===== src/bsdq_pkg.sv =====
// bsdq_pkg: shared types and codes for the bounded sorted deque.
// Used by bsdq_cell and bounded_sorted_deque; depends on nothing.
package bsdq_pkg;

    localparam int unsigned DATA_W  = 32;
    localparam int unsigned FUNC_W  = 3;
    localparam int unsigned COUNT_W = 5;
    localparam int unsigned STAT_W  = 2;

    // request codes; codes above FN_READ act as read
    localparam logic [FUNC_W-1:0] FN_PUSH_FRONT = 3'd0;
    localparam logic [FUNC_W-1:0] FN_POP_FRONT  = 3'd1;
    localparam logic [FUNC_W-1:0] FN_PUSH_BACK  = 3'd2;
    localparam logic [FUNC_W-1:0] FN_POP_BACK   = 3'd3;
    localparam logic [FUNC_W-1:0] FN_SORTED     = 3'd4;
    localparam logic [FUNC_W-1:0] FN_READ       = 3'd5;

    // result status codes
    localparam logic [STAT_W-1:0] ST_OK    = 2'd0;
    localparam logic [STAT_W-1:0] ST_FULL  = 2'd1;
    localparam logic [STAT_W-1:0] ST_EMPTY = 2'd2;

    // command broadcast to every cell; at most one strobe is high
    typedef struct packed {
        logic                     push_front;
        logic                     pop_front;
        logic                     push_back;
        logic                     pop_back;
        logic                     sorted;
        logic signed [DATA_W-1:0] value;
    } t_cell_cmd;

endpackage


===== src/bsdq_cell.sv =====
// bsdq_cell: one entry slot of the deque chain (value plus occupied flag).
// Depends on bsdq_pkg; instantiated in a row by bounded_sorted_deque.
module bsdq_cell
    import bsdq_pkg::*;
(
    input  logic                     i_clk,
    input  logic                     i_rst_n,
    input  t_cell_cmd                i_cmd,
    input  logic signed [DATA_W-1:0] i_left_val,
    input  logic                     i_left_valid,
    input  logic signed [DATA_W-1:0] i_right_val,
    input  logic                     i_right_valid,
    input  logic                     i_hit,
    output logic                     o_hit,
    input  logic signed [DATA_W-1:0] i_back,
    output logic signed [DATA_W-1:0] o_back,
    output logic signed [DATA_W-1:0] o_val,
    output logic                     o_valid
);

    logic signed [DATA_W-1:0] r_val;
    logic signed [DATA_W-1:0] n_val;
    logic                     r_valid;
    logic                     n_valid;
    logic                     w_gt;
    logic                     w_stop;

    // insert point: first slot that is empty or holds a larger value
    assign w_gt   = r_valid && (r_val > i_cmd.value);
    assign w_stop = !r_valid || w_gt;
    assign o_hit  = i_hit || w_stop;

    // last occupied value seen so far along the chain
    assign o_back  = r_valid ? r_val : i_back;
    assign o_val   = r_val;
    assign o_valid = r_valid;

    // next slot contents
    always_comb begin
        n_val   = r_val;
        n_valid = r_valid;
        if (i_cmd.push_front) begin
            n_val   = i_left_val;
            n_valid = i_left_valid;
        end else if (i_cmd.pop_front) begin
            n_val   = i_right_val;
            n_valid = i_right_valid;
        end else if (i_cmd.push_back) begin
            if (!r_valid && i_left_valid) begin
                n_val   = i_cmd.value;
                n_valid = 1'b1;
            end
        end else if (i_cmd.pop_back) begin
            n_valid = r_valid && i_right_valid;
        end else if (i_cmd.sorted) begin
            if (i_hit) begin
                n_val   = i_left_val;
                n_valid = i_left_valid;
            end else if (w_stop) begin
                n_val   = i_cmd.value;
                n_valid = 1'b1;
            end
        end
    end

    // occupied flag
    always_ff @(posedge i_clk) begin
        if (!i_rst_n) begin
            r_valid <= 1'b0;
        end else begin
            r_valid <= n_valid;
        end
    end

    // payload
    always_ff @(posedge i_clk) begin
        r_val <= n_val;
    end

endmodule


===== src/bounded_sorted_deque.sv =====
// Bounded ordered deque of signed 32-bit entries.
// Instantiates a row of DEPTH bsdq_cell slots; depends on bsdq_pkg.
//
// Usage:
//   Request channel i_valid / o_stall carries i_func and i_value; a
//   transaction completes on a rising edge with i_valid high, o_stall low.
//   Result channel o_valid / i_stall carries front, back, count, status;
//   one result per request, in request order.
//   Each request updates the cell row in the cycle it is accepted: every
//   slot shifts left, shifts right, holds or loads the new value at once,
//   so a new request can be taken every cycle while o_stall is low.
//   The row updates at the accepting edge; the request then waits in the pending
//   stage, which loads the output register once that register is not stalled.
//   The front/back values come from a ripple along the cell row, so the
//   longest path grows with DEPTH.
//   Reset (synchronous, active low) empties the list and drops any result
//   in flight; entry values are not cleared.
//   When the receiver stalls, the result holds; one more request is taken
//   into the pending stage, after which o_stall rises until the output
//   register drains.
module bounded_sorted_deque
    import bsdq_pkg::*;
#(
    parameter int unsigned DEPTH = 16
)(
    input  logic                      i_clk,
    input  logic                      i_rst_n,
    input  logic                      i_valid,
    output logic                      o_stall,
    input  logic [FUNC_W-1:0]         i_func,
    input  logic signed [DATA_W-1:0]  i_value,
    output logic                      o_valid,
    input  logic                      i_stall,
    output logic signed [DATA_W-1:0]  o_front_value,
    output logic signed [DATA_W-1:0]  o_back_value,
    output logic [COUNT_W-1:0]        o_entry_count,
    output logic [STAT_W-1:0]         o_status
);

    localparam int unsigned CNT_W = $clog2(DEPTH + 1);
    localparam logic [CNT_W-1:0] FULL_CNT = CNT_W'(DEPTH);

    logic [CNT_W-1:0]         r_count;
    logic [CNT_W-1:0]         n_count;
    logic                     r_pend;
    logic [STAT_W-1:0]        r_pend_status;
    logic [STAT_W-1:0]        n_status;
    logic                     r_out_valid;
    logic signed [DATA_W-1:0] r_front;
    logic signed [DATA_W-1:0] r_back;
    logic [COUNT_W-1:0]       r_out_count;
    logic [STAT_W-1:0]        r_out_status;

    logic                     w_acc;
    logic                     w_pend_move;
    logic                     w_full;
    logic                     w_empty;
    logic                     w_is_push;
    t_cell_cmd                w_cmd;

    logic signed [DATA_W-1:0] w_val   [DEPTH];
    logic [DEPTH-1:0]         w_valid;
    logic [DEPTH:0]           w_hit;
    logic signed [DATA_W-1:0] w_back  [DEPTH+1];

    // handshake
    assign w_pend_move = r_pend && (!r_out_valid || !i_stall);
    assign o_stall     = r_pend && r_out_valid && i_stall;
    assign w_acc       = i_valid && !o_stall;

    assign w_full  = (r_count == FULL_CNT);
    assign w_empty = (r_count == '0);

    // request decode into cell command and result status
    always_comb begin
        w_cmd       = '0;
        w_cmd.value = i_value;
        w_is_push   = 1'b0;
        n_status    = ST_OK;
        n_count     = r_count;
        unique case (i_func)
            FN_PUSH_FRONT: begin
                w_is_push        = 1'b1;
                w_cmd.push_front = w_acc && !w_full;
            end
            FN_POP_FRONT:  w_cmd.pop_front = w_acc;
            FN_PUSH_BACK: begin
                w_is_push       = 1'b1;
                w_cmd.push_back = w_acc && !w_full;
            end
            FN_POP_BACK:   w_cmd.pop_back = w_acc;
            FN_SORTED: begin
                w_is_push    = 1'b1;
                w_cmd.sorted = w_acc && !w_full;
            end
            default: begin
                if (w_empty) begin
                    n_status = ST_EMPTY;
                end
            end
        endcase
        if (w_is_push && w_full) begin
            n_status = ST_FULL;
        end
        if (w_cmd.push_front || w_cmd.push_back || w_cmd.sorted) begin
            n_count = r_count + CNT_W'(1);
        end else if ((w_cmd.pop_front || w_cmd.pop_back) && !w_empty) begin
            n_count = r_count - CNT_W'(1);
        end
    end

    // chain ends
    assign w_hit[0]  = 1'b0;
    assign w_back[0] = '0;

    // row of cells
    for (genvar g = 0; g < DEPTH; g++) begin : g_cell
        logic signed [DATA_W-1:0] w_lval;
        logic                     w_lvalid;
        logic signed [DATA_W-1:0] w_rval;
        logic                     w_rvalid;

        if (g == 0) begin : g_first
            assign w_lval   = i_value;
            assign w_lvalid = 1'b1;
        end else begin : g_mid
            assign w_lval   = w_val[g-1];
            assign w_lvalid = w_valid[g-1];
        end

        if (g == DEPTH - 1) begin : g_last
            assign w_rval   = '0;
            assign w_rvalid = 1'b0;
        end else begin : g_inner
            assign w_rval   = w_val[g+1];
            assign w_rvalid = w_valid[g+1];
        end

        bsdq_cell u_cell (
            .i_clk         (i_clk),
            .i_rst_n       (i_rst_n),
            .i_cmd         (w_cmd),
            .i_left_val    (w_lval),
            .i_left_valid  (w_lvalid),
            .i_right_val   (w_rval),
            .i_right_valid (w_rvalid),
            .i_hit         (w_hit[g]),
            .o_hit         (w_hit[g+1]),
            .i_back        (w_back[g]),
            .o_back        (w_back[g+1]),
            .o_val         (w_val[g]),
            .o_valid       (w_valid[g])
        );
    end

    // count, pending stage and output register
    always_ff @(posedge i_clk) begin
        if (!i_rst_n) begin
            r_count     <= '0;
            r_pend      <= 1'b0;
            r_out_valid <= 1'b0;
        end else begin
            r_count <= n_count;
            if (w_acc) begin
                r_pend <= 1'b1;
            end else if (w_pend_move) begin
                r_pend <= 1'b0;
            end
            if (w_pend_move) begin
                r_out_valid <= 1'b1;
            end else if (!i_stall) begin
                r_out_valid <= 1'b0;
            end
        end
    end

    // payload registers
    always_ff @(posedge i_clk) begin
        if (w_acc) begin
            r_pend_status <= n_status;
        end
        if (w_pend_move) begin
            r_front      <= w_valid[0] ? w_val[0] : '0;
            r_back       <= w_back[DEPTH];
            r_out_count  <= COUNT_W'(r_count);
            r_out_status <= r_pend_status;
        end
    end

    assign o_valid       = r_out_valid;
    assign o_front_value = r_front;
    assign o_back_value  = r_back;
    assign o_entry_count = r_out_count;
    assign o_status      = r_out_status;

`ifndef SYNTH
    // count never passes the capacity
    a_count_bound: assert property (@(posedge i_clk) disable iff (!i_rst_n)
        r_count <= FULL_CNT)
        else $error("entry count above capacity");

    // occupied flags agree with the count
    a_valid_count: assert property (@(posedge i_clk) disable iff (!i_rst_n)
        $countones(w_valid) == 32'(r_count))
        else $error("cell occupancy does not match count");

    // a push into a full list leaves the count alone
    a_full_drop: assert property (@(posedge i_clk) disable iff (!i_rst_n)
        (w_acc && w_full && w_is_push) |=> $stable(r_count))
        else $error("push into full list changed count");
`endif

endmodule


===== config.mk =====
export PLATFORM = sky130hd
export DESIGN_NAME = bounded_sorted_deque
export DESIGN_NICKNAME = d
export VERILOG_FILES = /design/src/bsdq_pkg.sv /design/src/bsdq_cell.sv /design/src/bounded_sorted_deque.sv
export SDC_FILE = /design/constraint.sdc
export NUM_CORES = 2
export LEC_CHECK = 0
export ABC_AREA = 1
export BUFFER_PORTS_ARGS = -buffer_cell sky130_fd_sc_hd__buf_4
export CORE_ASPECT_RATIO = 0.8
export CORE_MARGIN = 4
export CORE_UTILIZATION = 60
export CTS_BUF_LIST = sky130_fd_sc_hd__clkbuf_4 sky130_fd_sc_hd__clkbuf_8 sky130_fd_sc_hd__clkbuf_16
export CTS_CLUSTER_DIAMETER = 150
export DETAILED_ROUTE_END_ITERATION = 10
export PLACE_DENSITY = 0.77
export SLEW_MARGIN = 20
export SYNTH_ARGS = -nofsm -noshare
export SYNTH_HDL_FRONTEND = slang
export SYNTH_SLANG_ARGS = --single-unit

===== constraint.sdc =====
create_clock -name i_clk -period 7.11 [get_ports i_clk]
set_clock_uncertainty 0.1 [all_clocks]
set_input_delay 1.0665 -clock i_clk [delete_from_list [all_inputs] [get_ports i_clk]]
set_output_delay 1.0665 -clock i_clk [all_outputs]
set_load 0.01 [all_outputs]

==> impl_metrics.tcl <==
set metrics [dict create \
    clkLatencyLatePin_ps 640 \
    fin_crit_sh_pct 85.2 \
    cts_hold_buf 0 \
    gp_congestion 0.949 \
    outcome "complete, no violations" \
    cts_buffers 70 \
    syn_inst 5998 \
    firstDrtPassIters 7 \
    cp.required_ps 7350 \
    die-width_um 325 \
    yosysWarnings 0 \
    syn_nets 6553 \
    yosysUniqueCellTypes 61 \
    synth_edf_count 585 \
    synth_adder_area_share_pct 13.4 \
    start_util_pct 60.9 \
    cts.repair.resized 0 \
    synthFlopType "edfxtp_1" \
    maxSlewHeadroom_pct 8.45 \
    drt_wl_total_um 162000 \
    start_kind "primary input" \
    yosysTopAreaCell "edfxtp_1" \
    dpl.hpwl_um 109000 \
    vias 47336 \
    synth_commonest_cells "1270 x nand2_1, 1019 x o21ai_0, 585 x edfxtp_1" \
    path_clk_slew_ps 60 \
    grt_pass1_vias 44389 \
    syn-mean-instance-area_um2 8.04 \
    layout.nets 6447 \
    holdCritPathClass "flop to flop" \
    drive_above_1_share_pct 6.74 \
    p_per_area_nw_per_um2 212 \
    postSynth.asyncResetShare_pct 0 \
    cts_sinks 608 \
    topRoutingLayerUsed "met4" \
    synth_area_leaders "edfxtp_1 36%, ha_1 13%, o21ai_0 11%" \
    critPathKind "primary input to flop" \
    hold_viol 0 \
    synth_compound_area_share_pct 26.2 \
    dr_wl_met3_um 20800 \
    drc 0 \
    grt_max_degree 241 \
    setup_violations 0 \
    cts_tree "built" \
    dieArea_um2 85000 \
    cp-end-kind "flop" \
    yosys.area_share.simple_pct 16.5 \
    drt_iter0_drc 7373 \
    synth_seq_cells 608 \
    synth.area.mux_share_pct 0.0830 \
    clk_path_buf_depth 3 \
    peakVddDrop_mv 0.163 \
    grt_overflow_total 0 \
    max_freq_mhz 165 \
    dr_wl_met2_um 71600 \
    cts_root_buf "clkbuf_16" \
    whs_ps 326 \
    io_buffers 111 \
    h-tree-depth 3 \
    rows 92 \
    fillerInstances 6655 \
    grt_pass1_wl_um 252000 \
    vias_per_cell 6.79 \
    slew_viol_final 0 \
    path_max_fanout 17 \
    antenna_found_initial 0 \
    mappedNetlistArea_um2 48200 \
    route.layer.met1.wl_um 63300 \
    grt_use_total_pct 36.8 \
    areaGrowthSynthToFinish_pct 7.94 \
    timing.final.crit_period_ps 6060 \
    yosys.area_share.xor_xnor_pct 0.127 \
    crit_arrival_ps 6300 \
    post_cts.repair.setup_buffers 0 \
    synth_top_area_share_pct 36.4 \
    synth_most_common_cell "nand2_1" \
    die_height_um 262 \
    synth_top_family_by_area "compound AO/OA/AOI/OAI gates" \
    tightest_slew_ps 1370 \
    num_io_pins 112 \
    ant_nets 0 \
    finish.utilization_pct 65.7 \
    cap_viol_max_count 0 \
    ys_seq_area_share_pct 37.4 \
    drt-wirelength-per-cell_um 23.2 \
    p_leak_uw 0.0205 \
    core_um2 79200 \
    rsz0062_at_grt "false" \
    setup_tns_ps 0 \
]
state kept, by name, summed over array words and instances (netlist names):
name	count
g_cell.u_cell.o_valid	16
o_valid	1
r_pend	1
o_entry_count	5
r_pend_status	2
o_back_value	32
o_status	2
r_count	5
o_front_value	32
g_cell.u_cell.o_val	512
stage by stage:
step	power [uW]	instance area [um2]	setup slack, ps	instances
final	11000	52000	1050	6972
after detailed placement	7410	49800	486	6853
after global routing	11500	52000	928	6971
after CTS	11000	52000	1150	6970
after floorplan	6450	48200	576	5998
after global placement	7310	49800	580	6853
power by group:
part	internal, uW	switching, uW
combinational	906	1780
clock	2040	1540
sequential	4370	394
path summary, 6_finish.rpt:
check,startpoint,endpoint,slack [ps],depth (start not counted)
worst max-delay path,i_value[30],g_cell[14].u_cell.o_val[19],1050,22
worst min-delay path,r_pend_status[0],o_status[0],330,0
worst max register to register,r_pend,g_cell[6].u_cell.o_val[6],1600,14
worst min register to register,r_pend_status[0],o_status[0],330,0
cells in the final DEF (no fill, tap or decap), types with 5 or more instances in the layout:
cell type,count
clkinv_2,5
clkbuf_16,73
nor2_1,236
nand4_1,77
buf_4,230
a21o_1,6
a2111oi_0,29
xnor2_1,5
nor3_1,19
nand2_1,1264
a211oi_1,14
nor3_2,5
inv_1,351
nand2_4,6
clkinv_1,21
a22oi_1,445
o21a_1,23
ha_1,515
nor4_1,17
o21ai_0,1019
edfxtp_1,585
a21oi_1,383
o21bai_1,30
o22ai_1,8
inv_2,9
o211ai_1,61
o221ai_1,39
nor2_2,7
a221oi_1,6
dfxtp_1,18
o21ai_1,75
clkbuf_4,22
nand3_1,263
critical path, stage by stage:
cell	delay (ps)
buf_4	120
inv_1	450
buf_4	290
ha_1	140
nand2_1	60
nor2_1	180
nand4_1	270
nor3b_1	750
nand4_1	370
nand3_1	190
nand2_1	90
inv_2	90
nand4_4	150
nor2_4	180
nand4_4	160
nor2_4	220
nand4_2	190
nor2_1	260
nand3_1	100
nand3_1	100
inv_1	400
buf_4	410
logic make-up after synthesis:
logic type | after synthesis
compound gates | 2162
simple gates | 1918
buf+inv | 783
flops | 608
fa+ha+maj | 516
xor+xnor | 7
mux | 4
layout make-up:
cell class                 count  area, um2  share of cell area, %
timing repair buffer         236       1850                   3.55
tap                         1034       1290                   2.49
clock buffer                  97       2020                   3.88
antenna                        1       2.50                0.00481
clock inverter                20        133                  0.255
sequential                   608      18000                   34.7
multi-input combinational   4607      27300                   52.5
inverter                     369       1390                   2.67
metal layers:
layer	up-vias	global-route usage, %
met2	3214	57.7
met3	449	7.77
met5	-	0
met1	22035	50.8
li1	21638	-
met4	0	13.2
Note: power is estimated with default switching activity, not from simulation.
